--- config.mk ---
export PLATFORM = sky130hd
export DESIGN_NAME = rgba_layer_blender
export DESIGN_NICKNAME = d
export VERILOG_FILES = /design/src/rtl/rlb_pkg.sv /design/src/rtl/rgba_layer_blender.sv /design/src/rtl/rlb_cfg.sv /design/src/rtl/rlb_datapath.sv
export SDC_FILE = /design/constraint.sdc
export NUM_CORES = 2
export LEC_CHECK = 0
export BUFFER_PORTS_ARGS = -buffer_cell sky130_fd_sc_hd__buf_2
export CAP_MARGIN = 20
export CORE_UTILIZATION = 25
export CTS_CLUSTER_DIAMETER = 150
export DETAILED_ROUTE_END_ITERATION = 10
export SLEW_MARGIN = 10
export SYNTH_ARGS = -nofsm -noshare
export SYNTH_HDL_FRONTEND = slang
export SYNTH_SLANG_ARGS = --single-unit
--- constraint.sdc ---
create_clock -name clk_i -period 14.74 [get_ports clk_i]
set_clock_uncertainty 0.15 [all_clocks]
set_input_delay 0 -clock clk_i [delete_from_list [all_inputs] [get_ports clk_i]]
set_output_delay 0 -clock clk_i [all_outputs]
set_load 0.01 [all_outputs]
--- src/rtl/rlb_pkg.sv ---
// rlb_pkg: types, constants and helper functions for the rgba layer blender
// used by the config register block, the datapath and the top level
package rlb_pkg;

  localparam int unsigned AddrW = 3;
  localparam int unsigned DataW = 32;

  localparam logic [16:0] FullOpacity = 17'd65536;
  localparam logic [23:0] Den         = 24'd16711680;
  localparam logic [23:0] HalfDen     = 24'd8355840;
  localparam logic [17:0] SatLimit    = 18'd65280;

  typedef enum logic [1:0] {
    MODE_NORMAL = 2'd0,
    MODE_SCREEN = 2'd1,
    MODE_ADD    = 2'd2
  } blend_mode_e;

  typedef enum logic {
    REG_MODE    = 1'b0,
    REG_OPACITY = 1'b1
  } reg_idx_e;

  typedef struct packed {
    logic [7:0] src_red;
    logic [7:0] src_green;
    logic [7:0] src_blue;
    logic [7:0] src_alpha;
    logic [7:0] dst_red;
    logic [7:0] dst_green;
    logic [7:0] dst_blue;
    logic [7:0] dst_alpha;
  } pixel_t;

  typedef struct packed {
    logic [7:0] out_red;
    logic [7:0] out_green;
    logic [7:0] out_blue;
    logic [7:0] out_alpha;
  } result_t;

  typedef struct packed {
    logic [1:0]  mode;
    logic [16:0] opacity;
  } cfg_t;

  // floor(x / 255), exact for x below 65280
  function automatic logic [7:0] div255(input logic [15:0] x);
    logic [16:0] t;
    t = {1'b0, x} + 17'd1 + {9'd0, x[15:8]};
    return t[15:8];
  endfunction

  function automatic logic [7:0] sat8(input logic [8:0] x);
    return x[8] ? 8'd255 : x[7:0];
  endfunction

endpackage

--- src/rtl/rgba_layer_blender.sv ---
// rgba_layer_blender: top level, apb config registers and blend pipeline
// depends on rlb_pkg, rlb_cfg and rlb_datapath
//
// Blends one premultiplied rgba source pixel over one destination pixel per
// transfer in normal, screen or saturating add mode. The pipeline takes one
// pixel every clock while it is not stalled and passes it through three
// register stages (opacity multiply, weighted mix, rounding and divide by
// 255). Each stage holds its item while the next one is full and cannot
// advance, so a stalled output only stalls the input once all stages are
// occupied. Write blend_mode at byte 0 and opacity at byte 4 while no pixel
// is in flight.
module rgba_layer_blender
  import rlb_pkg::*;
(
  input  logic             clk_i,
  input  logic             rst_ni,
  input  logic             psel,
  input  logic             penable,
  input  logic             pwrite,
  input  logic [AddrW-1:0] paddr,
  input  logic [DataW-1:0] pwdata,
  output logic [DataW-1:0] prdata,
  output logic             pready,
  input  pixel_t           pixel_i,
  input  logic             pixel_valid_i,
  output logic             pixel_stall_o,
  output result_t          result_o,
  output logic             result_valid_o,
  input  logic             result_stall_i
);

  cfg_t cfg;

  rlb_cfg u_cfg (
    .clk_i   (clk_i),
    .rst_ni  (rst_ni),
    .psel    (psel),
    .penable (penable),
    .pwrite  (pwrite),
    .paddr   (paddr),
    .pwdata  (pwdata),
    .prdata  (prdata),
    .pready  (pready),
    .cfg_o   (cfg)
  );

  rlb_datapath u_datapath (
    .clk_i          (clk_i),
    .rst_ni         (rst_ni),
    .cfg_i          (cfg),
    .pixel_i        (pixel_i),
    .pixel_valid_i  (pixel_valid_i),
    .pixel_stall_o  (pixel_stall_o),
    .result_o       (result_o),
    .result_valid_o (result_valid_o),
    .result_stall_i (result_stall_i)
  );

endmodule

--- src/rtl/rlb_cfg.sv ---
// rlb_cfg: apb register file holding blend mode and opacity
// depends on rlb_pkg
module rlb_cfg
  import rlb_pkg::*;
(
  input  logic             clk_i,
  input  logic             rst_ni,
  input  logic             psel,
  input  logic             penable,
  input  logic             pwrite,
  input  logic [AddrW-1:0] paddr,
  input  logic [DataW-1:0] pwdata,
  output logic [DataW-1:0] prdata,
  output logic             pready,
  output cfg_t             cfg_o
);

  logic [1:0]  mode_q;
  logic [16:0] opacity_q;
  logic        wr_en;
  reg_idx_e    idx;

  assign pready = 1'b1;
  assign wr_en  = psel && penable && pwrite;
  assign idx    = reg_idx_e'(paddr[2]);

  always_ff @(posedge clk_i or negedge rst_ni) begin
    if (!rst_ni) begin
      mode_q    <= MODE_NORMAL;
      opacity_q <= FullOpacity;
    end else if (wr_en) begin
      case (idx)
        REG_MODE:    mode_q    <= pwdata[1:0];
        REG_OPACITY: opacity_q <= pwdata[16:0];
        default: ;
      endcase
    end
  end

  always_comb begin
    case (idx)
      REG_MODE:    prdata = {30'd0, mode_q};
      REG_OPACITY: prdata = {15'd0, opacity_q};
      default:     prdata = '0;
    endcase
  end

  assign cfg_o.mode    = mode_q;
  assign cfg_o.opacity = opacity_q;

endmodule

--- src/rtl/rlb_datapath.sv ---
// rlb_datapath: three-stage blend pipeline with per-stage valid and stall
// depends on rlb_pkg
module rlb_datapath
  import rlb_pkg::*;
(
  input  logic    clk_i,
  input  logic    rst_ni,
  input  cfg_t    cfg_i,
  input  pixel_t  pixel_i,
  input  logic    pixel_valid_i,
  output logic    pixel_stall_o,
  output result_t result_o,
  output logic    result_valid_o,
  input  logic    result_stall_i
);

  logic v1_q, v2_q, v3_q;
  logic en1, en2, en3;

  assign en3 = !v3_q || !result_stall_i;
  assign en2 = !v2_q || en3;
  assign en1 = !v1_q || en2;
  assign pixel_stall_o = !en1;

  always_ff @(posedge clk_i or negedge rst_ni) begin
    if (!rst_ni) begin
      v1_q <= 1'b0;
      v2_q <= 1'b0;
      v3_q <= 1'b0;
    end else begin
      if (en1) v1_q <= pixel_valid_i;
      if (en2) v2_q <= v1_q;
      if (en3) v3_q <= v2_q;
    end
  end

  // stage 1: opacity products, screen products, sums
  logic [7:0]  s_in [4];
  logic [7:0]  d_in [4];
  logic [16:0] opa;

  blend_mode_e mode1_q;
  logic [7:0]  s1_q   [4];
  logic [7:0]  d1_q   [4];
  logic [23:0] p1_q   [4];
  logic [15:0] sd1_q  [4];
  logic [8:0]  sum1_q [4];

  always_comb begin
    s_in[0] = pixel_i.src_red;
    s_in[1] = pixel_i.src_green;
    s_in[2] = pixel_i.src_blue;
    s_in[3] = pixel_i.src_alpha;
    d_in[0] = pixel_i.dst_red;
    d_in[1] = pixel_i.dst_green;
    d_in[2] = pixel_i.dst_blue;
    d_in[3] = pixel_i.dst_alpha;
    opa = (cfg_i.opacity > FullOpacity) ? FullOpacity : cfg_i.opacity;
  end

  always_ff @(posedge clk_i) begin
    if (en1) begin
      mode1_q <= blend_mode_e'(cfg_i.mode);
      for (int i = 0; i < 4; i++) begin
        logic [24:0] prod;
        prod      = {17'd0, s_in[i]} * {8'd0, opa};
        s1_q[i]   <= s_in[i];
        d1_q[i]   <= d_in[i];
        p1_q[i]   <= prod[23:0];
        sd1_q[i]  <= {8'd0, s_in[i]} * {8'd0, d_in[i]};
        sum1_q[i] <= {1'b0, s_in[i]} + {1'b0, d_in[i]};
      end
    end
  end

  // stage 2: weighted numerators, screen quotient
  logic [23:0] w;
  assign w = Den - p1_q[3];

  blend_mode_e mode2_q;
  logic        zero2_q, full2_q;
  logic [7:0]  s2_q   [4];
  logic [7:0]  d2_q   [4];
  logic [32:0] num2_q [4];
  logic [7:0]  scr2_q [4];
  logic [8:0]  sum2_q [4];

  always_ff @(posedge clk_i) begin
    if (en2) begin
      mode2_q <= mode1_q;
      zero2_q <= (p1_q[3] == 24'd0);
      full2_q <= (p1_q[3] >= Den);
      for (int i = 0; i < 4; i++) begin
        logic [31:0] dw;
        logic [31:0] p255;
        dw         = {24'd0, d1_q[i]} * {8'd0, w};
        p255       = {p1_q[i], 8'd0} - {8'd0, p1_q[i]};
        s2_q[i]    <= s1_q[i];
        d2_q[i]    <= d1_q[i];
        num2_q[i]  <= {1'b0, dw} + {1'b0, p255};
        scr2_q[i]  <= div255(sd1_q[i]);
        sum2_q[i]  <= sum1_q[i];
      end
    end
  end

  // stage 3: rounding, division by 255, mode select
  logic [7:0] res3 [4];

  always_comb begin
    for (int i = 0; i < 4; i++) begin
      logic [33:0] rnd;
      logic [17:0] q1;
      logic [7:0]  norm;
      logic [8:0]  scr;
      rnd  = {1'b0, num2_q[i]} + {10'd0, HalfDen};
      q1   = rnd[33:16];
      norm = (q1 >= SatLimit) ? 8'd255 : div255(q1[15:0]);
      scr  = {1'b0, s2_q[i]} + {1'b0, d2_q[i]} - {1'b0, scr2_q[i]};
      case (mode2_q)
        MODE_SCREEN: res3[i] = sat8(scr);
        MODE_ADD:    res3[i] = sat8(sum2_q[i]);
        default: begin
          if (zero2_q)      res3[i] = d2_q[i];
          else if (full2_q) res3[i] = s2_q[i];
          else              res3[i] = norm;
        end
      endcase
    end
  end

  result_t out_q;

  always_ff @(posedge clk_i) begin
    if (en3) begin
      out_q.out_red   <= res3[0];
      out_q.out_green <= res3[1];
      out_q.out_blue  <= res3[2];
      out_q.out_alpha <= res3[3];
    end
  end

  assign result_o       = out_q;
  assign result_valid_o = v3_q;

  a_out_from_s2 : assert property (@(posedge clk_i) disable iff (!rst_ni)
    $rose(v3_q) |-> $past(v2_q))
    else $error("output valid without a stage 2 item");

  a_s2_hold : assert property (@(posedge clk_i) disable iff (!rst_ni)
    v2_q && v3_q && result_stall_i |=> v2_q && $stable(num2_q[0]) && $stable(zero2_q))
    else $error("stage 2 item lost under stall");

  a_stall_full : assert property (@(posedge clk_i) disable iff (!rst_ni)
    pixel_stall_o |-> v1_q && v2_q && v3_q && result_stall_i)
    else $error("input stalled with a bubble in the pipeline");

  a_s1_to_s2 : assert property (@(posedge clk_i) disable iff (!rst_ni)
    v1_q && en2 |=> v2_q)
    else $error("stage 1 item dropped");

endmodule

==> metrics.yaml <==
outcome: "completed"
area_growth_syn_to_layout_pct: 11.5
global_route.usage.total_pct: 13.2
die_height_um: 564
dr_wl_met3_um: 11400
inserted_clock_buffers: 60
maxClockFrequency_mhz: 117
number_of_drc_violations_after_detailed_routing_iteration_0: 3487
multi_input_comb_area_mm2: 0.0562
fillers: 32920
r2r_cells: 28
rr_endpoint: "u_datapath.num2_q[1][28]"
clk_transition_reported_paths_ps: 70
initial_core_utilization_pct: 25.2
cts.repair_timing.setup_buffer_count: 0
critical-path-slowest-cell: "sky130_fd_sc_hd__xnor2_2"
layout_setup_ws_ps: 6180
netlist_top_cells_count: "sky130_fd_sc_hd__inv_1 (1610), sky130_fd_sc_hd__fa_1 (1184), sky130_fd_sc_hd__and2_1 (1116)"
core.rowCount: 205
finalSetupViolations: 0
r2r_setup_slack_ps: 6180
vias: 55473
first_global_vias: 57370
critPathMaxStageDelay_ps: 780
path_max_fanout: 36
drt-pass1-iter-count: 5
final_hold_viol_count: 0
critPathMostFrequentCell: "sky130_fd_sc_hd__fa_1"
ff_latch_area_mm2: 0.0156
synth_top_flop_cell: "sky130_fd_sc_hd__edfxtp_1"
arrival_ps: 8860
timing.max_cap.violations: 0
synth_top_cells_by_area: "sky130_fd_sc_hd__fa_1 (30%), sky130_fd_sc_hd__edfxtp_1 (19%), sky130_fd_sc_hd__ha_1 (11%), sky130_fd_sc_hd__and2_1 (8.9%), sky130_fd_sc_hd__inv_1 (7.7%)"
slew_viol_final: 0
endpoint_kind: "flip-flop"
average_detailed_routed_wire_length_per_instance_um: 16.7
synthMostInstantiatedCell: "sky130_fd_sc_hd__inv_1"
detail_route.drc_violations: 0
place_worst_setup_slack_ps: 6140
synth-async-reset-ratio_pct: 4.20
maxUsedRoutingLayer: "met5"
number_of_antenna_violations_at_the_first_check_in_global_routing: 17
netlist.area_leader.share_pct: 30.1
fp.coreArea_mm2: 0.313
yosys.cell_types.count: 104
tritoncts: "done"
count_of_clock_tree_sinks: 524
timing.hold.worst.class: "input pin to async pin"
final_layout_size_suffix_gt1_share_pct: 5.60
crit_required_ps: 15050
first_pass_grt_wire_length_um: 329000
setup.worst_path.start_class: "flip-flop"
worst_slew_margin_rel_pct: 26.0
synth_seq_area_share_pct: 19.8
post-place-cells: 12263
drt_wl_total_um: 208000
grt_max_degree: 71
post_cts_resize_count: 0
dieWidth_um: 564
warnings_from_yosys: 0
portBuffers: 139
worstReg2RegStart: "u_datapath.p1_q[3][0]"
vias_per_cell: 4.44
worstSkewPairLatency_ps: 710
postSynthRegisterBits: 524
met1_length_um: 95900
grt_setup_unrepaired: "false"
die-area_mm2: 0.318
criticalPathCategory: "flip-flop to flip-flop"
h-tree-depth: 2
synth.avg_cell_area_um2: 9.64
wl_met2_um: 96400
timing.final.crit_share_pct: 58.0
fin_nets: 10298
final-instance-count-excl-fill: 12498
cts_max_path_buffers: 3
cell_area_synth_mm2: 0.0789
grt_overflow_total: 0
io_pins: 173
dp_hpwl_um: 156000
tns_ps: 0
antenna_left: 0
netlist_instances: 8185
period_needed_ps: 8560
final_weighted_congestion_of_routability_driven_global_placement: 0.851
cell_accounting_for_the_most_synthesized_area: "sky130_fd_sc_hd__fa_1"
slew_of_the_pin_with_the_lowest_slew_margin_ps: 1110
clock_root_buffer: "sky130_fd_sc_hd__clkbuf_16"
synth_enable_flop_cells: 502
per-layer routing:
metal	up-vias	track usage (%)
met4	4	3.20
met5	-	0
met2	1222	22.0
met1	28032	18.2
met3	211	1.43
li1	26004	-
timing repair:
item / in CTS / in global routing
setup endpoints to repair: 0 / 0
hold endpoints to repair: 222 / 0
hold buffers: 111 / 0
area by class of cell:
type | count | area share [%]
Antenna cell | 5 | 0.0142
Clock buffer | 68 | 1.74
Clock inverter | 45 | 0.746
Inverter | 1610 | 6.87
Multi-Input combinational cell | 5751 | 64.0
Sequential cell | 524 | 17.8
Tap cell | 4140 | 5.89
Timing Repair Buffer | 355 | 3.00
layout by cell type (no fill, tap or decap), types with 20 or more instances in the layout:
master / instances
sky130_fd_sc_hd__fa_1: 1184
sky130_fd_sc_hd__o21ai_0: 225
sky130_fd_sc_hd__or2_2: 21
sky130_fd_sc_hd__a21oi_1: 223
sky130_fd_sc_hd__a31oi_1: 29
sky130_fd_sc_hd__nor3_1: 104
sky130_fd_sc_hd__clkbuf_16: 60
sky130_fd_sc_hd__a211oi_1: 23
sky130_fd_sc_hd__edfxtp_1: 502
sky130_fd_sc_hd__and3_1: 63
sky130_fd_sc_hd__xnor2_1: 307
sky130_fd_sc_hd__o21bai_1: 43
sky130_fd_sc_hd__nor2_1: 241
sky130_fd_sc_hd__ha_1: 706
sky130_fd_sc_hd__dfrtp_1: 21
sky130_fd_sc_hd__mux2_2: 21
sky130_fd_sc_hd__dlygate4sd3_1: 111
sky130_fd_sc_hd__nand2b_1: 39
sky130_fd_sc_hd__a21boi_0: 20
sky130_fd_sc_hd__inv_1: 1610
sky130_fd_sc_hd__xor2_1: 120
sky130_fd_sc_hd__nand3_1: 75
sky130_fd_sc_hd__o21a_1: 63
sky130_fd_sc_hd__nand4_1: 28
sky130_fd_sc_hd__buf_2: 139
sky130_fd_sc_hd__a21o_1: 110
sky130_fd_sc_hd__and2_1: 1116
sky130_fd_sc_hd__buf_4: 98
sky130_fd_sc_hd__nand2_1: 615
sky130_fd_sc_hd__nor2b_1: 40
cell families (layout without fill, tap and decap cells):
group,Yosys count,after routing,share of synthesized area (%)
other,2,21,0.00952
buffers and inverters,1924,2078,9.27
AO/OA/AOI/OAI,916,916,7.62
AND/OR/NAND/NOR,2454,2454,16.7
flip-flops,524,524,19.8
XOR/XNOR,449,449,5.00
adder cells (fa/ha/maj),1890,1890,41.3
multiplexers,26,26,0.363
worst max path at each step:
stage,startpoint,end,slack (ps),depth (start not counted)
2_1_floorplan,u_datapath.result_valid_o,u_datapath.d1_q[0][0],3840,1
3_3_place_gp,u_datapath.p1_q[3][0],u_datapath.num2_q[1][28],6170,28
3_5_place_dp,u_datapath.p1_q[3][0],u_datapath.num2_q[1][28],6140,28
4_1_cts,u_datapath.p1_q[3][0],u_datapath.num2_q[1][28],6100,28
5_1_grt,u_datapath.p1_q[3][0],u_datapath.num2_q[1][28],5640,28
6_report,u_datapath.p1_q[3][0],u_datapath.num2_q[1][28],6180,28
stage by stage:
step / hold WS [ps] / instance area (µm²) / utilization [%]
after floorplan: -446 / 78900 / -
after global placement: -155 / 84500 / 27.0
after detailed placement: -157 / 84500 / 27.0
after CTS: 12.8 / 87800 / 28.1
after global routing: 58.4 / 87900 / 28.1
final: 65.9 / 87900 / 28.1
critical path: cells and delay by family (launching register included):
family | cells | cell delay, ps
compound gates | 8 | 1550
fa+ha+maj | 5 | 2350
simple gates | 8 | 2100
xor+xnor | 2 | 910
buf+inv | 5 | 880
flops | 1 | 360
state kept, by name, summed over array words and instances (netlist names), 17 cells and up:
| signal | cells |
|---|---|
| u_datapath.scr2_q | 32 |
| u_datapath.s2_q | 32 |
| u_datapath.p1_q | 96 |
| u_cfg.opacity_q | 17 |
| u_datapath.result_o | 32 |
| u_datapath.sum2_q | 36 |
| u_datapath.d2_q | 32 |
| u_datapath.s1_q | 32 |
| u_datapath.d1_q | 32 |
| u_datapath.num2_q | 72 |
| u_datapath.sd1_q | 64 |
| u_datapath.sum1_q | 36 |
Power is not shown: default switching activity piles up to over one toggle a cycle in this logic, so the estimate is an artifact.
